### config.mk
export PLATFORM = sky130hd
export DESIGN_NAME = hue_wheel_to_rgb_normalized_flat
export DESIGN_NICKNAME = d
export VERILOG_FILES = /design/src/design/hwr_pkg.sv /design/src/design/hwr_req_if.sv /design/src/design/hwr_rsp_if.sv /design/src/design/hwr_wheel.sv /design/src/design/hwr_norm.sv /design/src/design/hue_wheel_to_rgb_normalized.sv /design/src/flat_wrapper.sv
export SDC_FILE = /design/constraint.sdc
export NUM_CORES = 2
export LEC_CHECK = 0
export ABC_AREA = 1
export BUFFER_PORTS_ARGS = -buffer_cell sky130_fd_sc_hd__buf_4
export CAP_MARGIN = 20
export CORE_ASPECT_RATIO = 0.5
export CORE_MARGIN = 3
export CORE_UTILIZATION = 70
export DETAILED_ROUTE_END_ITERATION = 16
export PLACE_DENSITY = 0.87
export SETUP_SLACK_MARGIN = 0.05
export SYNTH_ARGS = -nofsm -noshare
export SYNTH_HDL_FRONTEND = slang
export SYNTH_SLANG_ARGS = --single-unit
### constraint.sdc
create_clock -name clock -period 17.23 [get_ports clock]
set_input_delay 0.8615 -clock clock [delete_from_list [all_inputs] [get_ports clock]]
set_output_delay 0.8615 -clock clock [all_outputs]
set_load 0.03 [all_outputs]
### src/design/hwr_pkg.sv
// ----------------------------------------------------------------------------
// hwr_pkg
// shared types and constants for the hue wheel to normalized rgb block
// ----------------------------------------------------------------------------
package hwr_pkg;

   localparam logic [8:0]  WheelDeg        = 9'd360;
   localparam logic [7:0]  ChannelFull     = 8'hFF;
   localparam logic [7:0]  BrightnessReset = 8'h40;
   localparam logic [8:0]  Deg60           = 9'd60;
   localparam logic [8:0]  Deg120          = 9'd120;
   localparam logic [8:0]  Deg180          = 9'd180;
   localparam logic [8:0]  Deg240          = 9'd240;
   localparam logic [8:0]  Deg300          = 9'd300;

   // ceil(2^24 / 360), exact quotient for every 16-bit hue
   localparam logic [15:0] ModRecip        = 16'd46604;
   localparam int          ModShift        = 24;

   localparam int          Lanes           = 3;
   localparam int          QuoBits         = 8;

   typedef struct packed {
      logic [7:0] red;
      logic [7:0] green;
      logic [7:0] blue;
      logic [8:0] sum;
   } chan_type;

   typedef struct packed {
      logic [Lanes-1:0][15:0]        rem;
      logic [Lanes-1:0][QuoBits-1:0] quo;
      logic [8:0]                    sum;
   } div_type;

   // offset * 255 / 60 == offset * 17 / 4
   function automatic logic [7:0] ramp_up(input logic [5:0] offset);
      logic [10:0] prod;
      prod = {5'b0, offset} * 11'd17;
      return prod[9:2];
   endfunction

endpackage

### src/design/hwr_req_if.sv
// ----------------------------------------------------------------------------
// hwr_req_if
// request channel: one hue per item
// ----------------------------------------------------------------------------
interface hwr_req_if;
   logic        valid;
   logic        ready;
   logic [15:0] hue;

   modport source (output valid, output hue, input ready);
   modport sink   (input valid, input hue, output ready);
endinterface

### src/design/hwr_rsp_if.sv
// ----------------------------------------------------------------------------
// hwr_rsp_if
// response channel: one rgb triple per item
// ----------------------------------------------------------------------------
interface hwr_rsp_if;
   logic       valid;
   logic       ready;
   logic [7:0] red;
   logic [7:0] green;
   logic [7:0] blue;

   modport source (output valid, output red, output green, output blue, input ready);
   modport sink   (input valid, input red, input green, input blue, output ready);
endinterface

### src/design/hwr_wheel.sv
// ----------------------------------------------------------------------------
// hwr_wheel
// three stage pipe: hue mod 360, then per channel ramps and their sum
// ----------------------------------------------------------------------------
module hwr_wheel (
   input  logic              clock,
   input  logic              reset,
   input  logic              in_valid,
   output logic              in_ready,
   input  logic [15:0]       in_hue,
   output logic              out_valid,
   input  logic              out_ready,
   output hwr_pkg::chan_type out_chan
);
   import hwr_pkg::*;

   logic [2:0]  v_ff;
   logic [3:0]  adv;

   logic [31:0] mod_prod;
   logic [7:0]  quo_in, quo_ff;
   logic [15:0] hue_ff;
   logic [16:0] quo_times;
   logic [15:0] diff;
   logic [8:0]  h_in, h_ff;
   logic [8:0]  off_r, off_g, off_b;
   chan_type    chan_in, chan_ff;

   always_comb begin
      adv[3] = out_ready;
      for (int k = 2; k >= 0; k--) begin
         adv[k] = !v_ff[k] || adv[k+1];
      end
   end

   assign in_ready = adv[0];

   always_ff @(posedge clock) begin
      if (reset) begin
         v_ff <= '0;
      end else begin
         if (adv[0]) v_ff[0] <= in_valid;
         if (adv[1]) v_ff[1] <= v_ff[0];
         if (adv[2]) v_ff[2] <= v_ff[1];
      end
   end

   // stage 1: quotient by reciprocal multiply
   assign mod_prod = in_hue * ModRecip;
   assign quo_in   = mod_prod[ModShift+7:ModShift];

   // stage 2: remainder
   assign quo_times = {9'b0, quo_ff} * {8'b0, WheelDeg};
   assign diff      = hue_ff - quo_times[15:0];
   assign h_in      = diff[8:0];

   // stage 3: ramps
   always_comb begin
      off_r   = '0;
      off_g   = '0;
      off_b   = '0;
      chan_in = '0;

      if (h_ff >= Deg300 || h_ff <= Deg60) begin
         chan_in.red = ChannelFull;
      end else if (h_ff < Deg120) begin
         off_r       = Deg120 - h_ff;
         chan_in.red = ramp_up(off_r[5:0]);
      end else if (h_ff <= Deg240) begin
         chan_in.red = '0;
      end else begin
         off_r       = h_ff - Deg240;
         chan_in.red = ramp_up(off_r[5:0]);
      end

      if (h_ff == '0 || h_ff >= Deg240) begin
         chan_in.green = '0;
      end else if (h_ff < Deg60) begin
         off_g         = h_ff;
         chan_in.green = ramp_up(off_g[5:0]);
      end else if (h_ff <= Deg180) begin
         chan_in.green = ChannelFull;
      end else begin
         off_g         = Deg240 - h_ff;
         chan_in.green = ramp_up(off_g[5:0]);
      end

      if (h_ff <= Deg120) begin
         chan_in.blue = '0;
      end else if (h_ff < Deg180) begin
         off_b        = h_ff - Deg120;
         chan_in.blue = ramp_up(off_b[5:0]);
      end else if (h_ff <= Deg300) begin
         chan_in.blue = ChannelFull;
      end else begin
         off_b        = WheelDeg - h_ff;
         chan_in.blue = ramp_up(off_b[5:0]);
      end

      chan_in.sum = {1'b0, chan_in.red} + {1'b0, chan_in.green} + {1'b0, chan_in.blue};
   end

   always_ff @(posedge clock) begin
      if (adv[0]) begin
         quo_ff <= quo_in;
         hue_ff <= in_hue;
      end
      if (adv[1]) h_ff    <= h_in;
      if (adv[2]) chan_ff <= chan_in;
   end

   assign out_valid = v_ff[2];
   assign out_chan  = chan_ff;

endmodule

### src/design/hwr_norm.sv
// ----------------------------------------------------------------------------
// hwr_norm
// scale each channel by brightness, then divide by the channel sum,
// one quotient bit per stage for all three lanes
// ----------------------------------------------------------------------------
module hwr_norm (
   input  logic              clock,
   input  logic              reset,
   input  logic [7:0]        brightness,
   input  logic              in_valid,
   output logic              in_ready,
   input  hwr_pkg::chan_type in_chan,
   output logic              out_valid,
   input  logic              out_ready,
   output logic [7:0]        out_red,
   output logic [7:0]        out_green,
   output logic [7:0]        out_blue
);
   import hwr_pkg::*;

   localparam int Stages = QuoBits + 1;

   logic [Stages-1:0]        v_ff;
   logic [Stages:0]          adv;
   div_type                  st_in [Stages];
   div_type                  st_ff [Stages];
   logic [Lanes-1:0][7:0]    ch;

   always_comb begin
      adv[Stages] = out_ready;
      for (int k = Stages - 1; k >= 0; k--) begin
         adv[k] = !v_ff[k] || adv[k+1];
      end
   end

   assign in_ready = adv[0];

   always_ff @(posedge clock) begin
      if (reset) begin
         v_ff <= '0;
      end else begin
         if (adv[0]) v_ff[0] <= in_valid;
         for (int k = 1; k < Stages; k++) begin
            if (adv[k]) v_ff[k] <= v_ff[k-1];
         end
      end
   end

   // stage 0: numerators
   assign ch = {in_chan.blue, in_chan.green, in_chan.red};

   always_comb begin
      st_in[0]     = '0;
      st_in[0].sum = in_chan.sum;
      for (int l = 0; l < Lanes; l++) begin
         st_in[0].rem[l] = {8'b0, ch[l]} * {8'b0, brightness};
      end
   end

   // stages 1..8: restoring division, msb first
   for (genvar k = 1; k < Stages; k++) begin : g_step
      localparam int Bit = QuoBits - k;
      logic [15:0] dsh;
      logic [Lanes-1:0][16:0] diff;

      assign dsh = {7'b0, st_ff[k-1].sum} << Bit;

      always_comb begin
         st_in[k] = st_ff[k-1];
         for (int l = 0; l < Lanes; l++) begin
            diff[l] = {1'b0, st_ff[k-1].rem[l]} - {1'b0, dsh};
            if (!diff[l][16]) begin
               st_in[k].rem[l]      = diff[l][15:0];
               st_in[k].quo[l][Bit] = 1'b1;
            end
         end
      end
   end

   always_ff @(posedge clock) begin
      for (int k = 0; k < Stages; k++) begin
         if (adv[k]) st_ff[k] <= st_in[k];
      end
   end

   assign out_valid = v_ff[Stages-1];
   assign out_red   = st_ff[Stages-1].quo[0];
   assign out_green = st_ff[Stages-1].quo[1];
   assign out_blue  = st_ff[Stages-1].quo[2];

endmodule

### src/design/hue_wheel_to_rgb_normalized.sv
// ----------------------------------------------------------------------------
// hue_wheel_to_rgb_normalized
// hue in degrees to an rgb triple whose channels share a set brightness
// ----------------------------------------------------------------------------
// req carries one 16-bit hue per item; any value is taken and reduced mod 360.
// rsp returns red, green and blue, each channel * brightness / channel sum,
// so the three bytes together never exceed brightness.
// csr_we / csr_wdata write the 8-bit brightness register, reset value 0x40;
// write it only while no item is in flight.
// throughput: one item per cycle while rsp is not stalled; a new hue may enter every clock.
// pipeline: 3 stages in the wheel (reciprocal multiply, remainder,
// ramps) and 9 in the normalizer (brightness product, then one
// quotient bit per stage).
// reset clears every stage valid bit and reloads brightness; req is ready
// in the first cycle after reset.
// when rsp is stalled, stages fill up behind the held output; req ready
// falls only once every stage holds an item, and nothing is dropped.
// ----------------------------------------------------------------------------
module hue_wheel_to_rgb_normalized (
   input  logic      clock,
   input  logic      reset,
   hwr_req_if.sink   req,
   hwr_rsp_if.source rsp,
   input  logic      csr_we,
   input  logic [7:0] csr_wdata
);
   import hwr_pkg::*;

   logic [7:0] brightness_ff;
   logic       mid_valid;
   logic       mid_ready;
   chan_type   mid_chan;

   always_ff @(posedge clock) begin
      if (reset) begin
         brightness_ff <= BrightnessReset;
      end else if (csr_we) begin
         brightness_ff <= csr_wdata;
      end
   end

   hwr_wheel u_wheel (
      .clock     (clock),
      .reset     (reset),
      .in_valid  (req.valid),
      .in_ready  (req.ready),
      .in_hue    (req.hue),
      .out_valid (mid_valid),
      .out_ready (mid_ready),
      .out_chan  (mid_chan)
   );

   hwr_norm u_norm (
      .clock      (clock),
      .reset      (reset),
      .brightness (brightness_ff),
      .in_valid   (mid_valid),
      .in_ready   (mid_ready),
      .in_chan    (mid_chan),
      .out_valid  (rsp.valid),
      .out_ready  (rsp.ready),
      .out_red    (rsp.red),
      .out_green  (rsp.green),
      .out_blue   (rsp.blue)
   );

`ifndef SYNTHESIS
   a_reset_empties: assert property (@(posedge clock) $past(reset) |-> !rsp.valid)
      else $error("rsp valid right after reset");

   a_share_bound: assert property (@(posedge clock) disable iff (reset)
      rsp.valid |-> ({2'b0, rsp.red} + {2'b0, rsp.green} + {2'b0, rsp.blue})
                    <= {2'b0, brightness_ff})
      else $error("channels exceed brightness");

   a_empty_out_ready: assert property (@(posedge clock) disable iff (reset)
      !rsp.valid |-> req.ready)
      else $error("req stalled with empty output stage");
`endif

endmodule

### src/flat_wrapper.sv
// flat-port wrapper written by rule: the top's interface ports become plain ports
module hue_wheel_to_rgb_normalized_flat import hwr_pkg::*;
  (clock, reset, csr_we, csr_wdata, req_valid, req_hue, req_ready, rsp_valid, rsp_red, rsp_green, rsp_blue, rsp_ready);
  hwr_req_if req_i ();
  hwr_rsp_if rsp_i ();
  input  logic clock;
  input  logic reset;
  input  logic csr_we;
  input  logic [7:0] csr_wdata;
  input wire logic [$bits(req_i.valid)-1:0] req_valid;
  input wire logic [$bits(req_i.hue)-1:0] req_hue;
  output wire logic [$bits(req_i.ready)-1:0] req_ready;
  output wire logic [$bits(rsp_i.valid)-1:0] rsp_valid;
  output wire logic [$bits(rsp_i.red)-1:0] rsp_red;
  output wire logic [$bits(rsp_i.green)-1:0] rsp_green;
  output wire logic [$bits(rsp_i.blue)-1:0] rsp_blue;
  input wire logic [$bits(rsp_i.ready)-1:0] rsp_ready;
  assign req_i.valid = req_valid;
  assign req_i.hue = req_hue;
  assign req_ready = req_i.ready;
  assign rsp_valid = rsp_i.valid;
  assign rsp_red = rsp_i.red;
  assign rsp_green = rsp_i.green;
  assign rsp_blue = rsp_i.blue;
  assign rsp_i.ready = rsp_ready;
  hue_wheel_to_rgb_normalized u_core (.clock(clock), .reset(reset), .req(req_i), .rsp(rsp_i), .csr_we(csr_we), .csr_wdata(csr_wdata));
endmodule
==> implementation parameters <==
Parameter                              Value

STA
  Count of endpoints failing hold in the final timing report ... 0
  Slew at the pin closest to its max-slew limit ... 1128 ps
  Endpoints failing setup ... 0
  Highest achievable clock rate ... 196.0 MHz
  Slack of the critical path ... 12130 ps
  Worst slew margin relative to its limit ... 0.2471
  Setup TNS ... 0 ps
  Crit path time final ... 5103 ps
  Final setup skew ... 53.49 ps
  Unrepaired setup endpoints after global routing ... false
  Max-slew violation count ... 0
  Tcrit/Tclk final ... 0.2961

Routing
  WL per Instance ... 16.72 um
  Antenna violation net count after detailed routing ... 0
  DRT iter0 DRCs ... 2349
  Total Routed Length ... 94.56 mm
  Iteration count of the initial detailed-routing pass ... 5
  Via density per instance ... 5.616
  Number of remaining DRC errors ... 0
  Vias ... 31770

Clock tree
  Root buf cell ... sky130_fd_sc_hd__clkbuf_16
  Total number of clock tree sinks ... 641
  Later-pin clock latency in the skew report ... 650 ps
  Count of H-tree levels built during CTS ... 2
  Number of setup buffers added after CTS ... 0
  Resized Gates After CTS ... 0
  Inserted Clock Buffers ... 58
  Number of buffers inserted by hold repair at cts ... 0
  Buffers from clock root to sink, at most ... 3
  Clock slew seen by the registers of the worst setup and hold paths ... 70 ps
  TritonCTS clock tree ... built

Worst setup path
  Worst setup SP type ... flop
  Sort of element at the end of the critical path ... flop
  CP Class ... reg2reg
  Data required time at the worst endpoint ... 17610 ps
  Worst r2r path cells ... 20
  Arr. time, crit path ... 5480 ps
  CP Max Fanout ... 13

Placed design
  Worst slack at placement ... 11560 ps
  Detail Placement HPWL ... 73.68 mm
  Final weighted congestion of routability-driven global placement ... 0.9408
  Total of buffers placed on input and output ports ... 54

Synth
  Net count after synthesis ... 5414
  Per-instance average area after synthesis ... 9.609 um2
  Seq/Total Area, Yosys ... 0.4208
  Post-Synthesis Cells ... 4711
  Warnings from Yosys ... 0
  Count of distinct cell types in the synthesized netlist ... 61
  Flip-flop and latch count after synthesis ... 641
  Mapped Area ... 45270 um2

Die
  Area of the placeable core ... 63520 um2
  Die Outline Area ... 67940 um2
  Die span in x ... 365.6 um
  # rows ... 65
  Starting Density ... 0.7127
  Vertical die dimension ... 185.8 um
  Number of primary I/O pins ... 55

Global route
  GRT Util Overall ... 0.2852
  Wire length of the first global-routing pass ... 155.8 mm
  Number of antenna violations at the first check in global routing ... 0
  Overflow left after global routing ... 0
  Met2 Usage GRT ... 0.5112
  Global Route met1 Usage ... 0.3560
  Number of global-route vias before repair ... 31810
  Met3 demand-to-capacity share in global routing ... 0.03759
  Most Used Layer, Global Route ... met2
  Pin count of the biggest net entering global routing ... 69

Run status
  Outcome ... finished clean

Layout
  Number of antenna cells inserted ... 0
  Layout-stage area growth over the synthesis result ... 6.774%
  Storage element area ... 19050 um2
  Area of the multi-input gates ... 22430 um2
  Number of nets at the end of the flow ... 5439
  Fill cell instance count of the final layout ... 4297
  Layout cell share with drive strength beyond 1 ... 0.07022

Job
  Max-cap violation count ... 0

Worst hold path
  Class of the worst hold path ... reg2reg
  Cell depth of the worst hold path ... 0
==> per-layer routing <==
metal	share of wire	vias to the layer above
li1	-	15660
met1	0.41	14960
met2	0.49	911
met3	0.051	229
met4	0.039	0
met5	0	-
==> layout make-up <==
class,instances,share of cell area
clock inverter,43,0.01105
tap,871,0.02255
inverter,837,0.06536
multi-input combinational,3127,0.4640
timing repair buffer,71,0.01103
clock buffer,66,0.03197
sequential,641,0.3941
==> synthesized netlist by cell type (all sizes together) <==
cell type,count,area share
a211oi,10,0.0017
a21boi,8,0.0013
a21o,31,0.0051
a21oi,320,0.036
a221oi,1,0.00019
a31oi,10,0.0014
and2,1,0.00014
and3,3,0.00041
buf,58,0.011
clkbuf,48,0.0043
clkinv,1,0.00019
dfxtp,20,0.0088
edfxtp,621,0.41
fa,197,0.087
ha,477,0.13
inv,836,0.070
nand2,942,0.080
nand2b,2,0.00028
nand3,155,0.018
nand3b,24,0.0040
nand4,67,0.0095
nor2,284,0.024
nor3,67,0.0083
nor3b,1,0.00028
nor4,13,0.0018
o2111ai,6,0.0012
o211ai,11,0.0026
o21a,7,0.0012
o21ai,243,0.031
o21bai,9,0.0015
o221ai,2,0.00039
o22ai,1,0.00014
o31ai,6,0.00099
or2,17,0.0023
xnor2,87,0.017
xor2,125,0.025
==> cell usage in the layout (no fill, tap or decap), types with 6 or more instances in the layout <==
| master | n |
|---|---|
| sky130_fd_sc_hd__ha_1 | 477 |
| sky130_fd_sc_hd__o21ai_2 | 47 |
| sky130_fd_sc_hd__o21bai_1 | 9 |
| sky130_fd_sc_hd__a21oi_2 | 11 |
| sky130_fd_sc_hd__a21o_1 | 31 |
| sky130_fd_sc_hd__bufinv_16 | 8 |
| sky130_fd_sc_hd__a211oi_1 | 10 |
| sky130_fd_sc_hd__o31ai_1 | 6 |
| sky130_fd_sc_hd__nor3_1 | 59 |
| sky130_fd_sc_hd__inv_2 | 23 |
| sky130_fd_sc_hd__buf_4 | 71 |
| sky130_fd_sc_hd__or2_2 | 13 |
| sky130_fd_sc_hd__inv_1 | 808 |
| sky130_fd_sc_hd__clkbuf_16 | 61 |
| sky130_fd_sc_hd__nor3_2 | 8 |
| sky130_fd_sc_hd__nand3_2 | 7 |
| sky130_fd_sc_hd__inv_6 | 6 |
| sky130_fd_sc_hd__o2111ai_1 | 6 |
| sky130_fd_sc_hd__a21boi_0 | 6 |
| sky130_fd_sc_hd__fa_1 | 197 |
| sky130_fd_sc_hd__nand3_1 | 146 |
| sky130_fd_sc_hd__nand4_1 | 65 |
| sky130_fd_sc_hd__edfxtp_1 | 621 |
| sky130_fd_sc_hd__xor2_1 | 123 |
| sky130_fd_sc_hd__a31oi_1 | 10 |
| sky130_fd_sc_hd__a21oi_1 | 309 |
| sky130_fd_sc_hd__o21ai_0 | 153 |
| sky130_fd_sc_hd__o211ai_1 | 6 |
| sky130_fd_sc_hd__nor2_1 | 279 |
| sky130_fd_sc_hd__nand2_1 | 910 |
| sky130_fd_sc_hd__inv_4 | 6 |
| sky130_fd_sc_hd__nand2_2 | 28 |
| sky130_fd_sc_hd__nand3b_1 | 24 |
| sky130_fd_sc_hd__xnor2_1 | 87 |
| sky130_fd_sc_hd__o21ai_1 | 43 |
| sky130_fd_sc_hd__dfxtp_1 | 20 |
| sky130_fd_sc_hd__clkinv_4 | 9 |
| sky130_fd_sc_hd__o21a_1 | 7 |
| sky130_fd_sc_hd__clkinvlp_4 | 8 |
| sky130_fd_sc_hd__nor4_1 | 13 |
==> cells by family after synthesis <==
family / count (synthesis) / share of synthesized area
AOI/OAI and AO/OA: 665 / 0.08466
xor gates and xnor gates: 212 / 0.04160
adders and majority gates: 674 / 0.2190
buffers and inverters: 943 / 0.08455
DFF: 641 / 0.4208
and+or+nand+nor: 1576 / 0.1494
==> worst max-delay path: stages (launching register included) <==
cell and delay [ps]:
sky130_fd_sc_hd__edfxtp_1 680, sky130_fd_sc_hd__inv_1 350, sky130_fd_sc_hd__ha_1 290, sky130_fd_sc_hd__inv_1 90, sky130_fd_sc_hd__o21ai_2 70, sky130_fd_sc_hd__xor2_1 240
sky130_fd_sc_hd__ha_1 290, sky130_fd_sc_hd__ha_1 230, sky130_fd_sc_hd__fa_1 490, sky130_fd_sc_hd__nor2_1 50, sky130_fd_sc_hd__nor3_1 230, sky130_fd_sc_hd__inv_1 120
sky130_fd_sc_hd__fa_1 550, sky130_fd_sc_hd__inv_1 40, sky130_fd_sc_hd__ha_1 360, sky130_fd_sc_hd__nand2_1 70, sky130_fd_sc_hd__o21ai_0 260, sky130_fd_sc_hd__a21oi_1 110
sky130_fd_sc_hd__nor2_1 120, sky130_fd_sc_hd__nor2_1 70, sky130_fd_sc_hd__xnor2_1 120
==> worst paths after layout <==
check        slack, ps                          end                         from
max reg2reg      12130   u_core.u_wheel.out_chan[7]       u_core.u_wheel.h_ff[3]
min reg2reg        380  u_core.u_norm.st_ff[0][390]  u_core.u_norm.st_ff[0][309]
min                380  u_core.u_norm.st_ff[0][390]  u_core.u_norm.st_ff[0][309]
max              12130   u_core.u_wheel.out_chan[7]       u_core.u_wheel.h_ff[3]
==> through the flow <==
step,util,cell area (um2),hold WS (ps),std cells
after detailed placement,0.7282,46260,404.5,5547
after global routing,0.7610,48340,386.0,5656
after floorplan,-,45270,400.3,4711
final,0.7610,48340,377.0,5656
after global placement,0.7282,46260,400.1,5547
after CTS,0.7610,48340,369.5,5656
==> sequential cells by signal (all words and copies together), names as in the netlist <==
name,flops
u_core.u_wheel.v_ff,3
u_core.u_norm.st_ff,564
u_core.u_wheel.hue_ff,9
u_core.brightness_ff,8
u_core.u_norm.v_ff,9
u_core.u_wheel.out_chan,33
u_core.u_wheel.quo_ff,6
u_core.u_wheel.h_ff,9
Power is left out: the tool's default activity adds up to more than one toggle a clock period on the data nets, which glitch-free logic cannot reach.
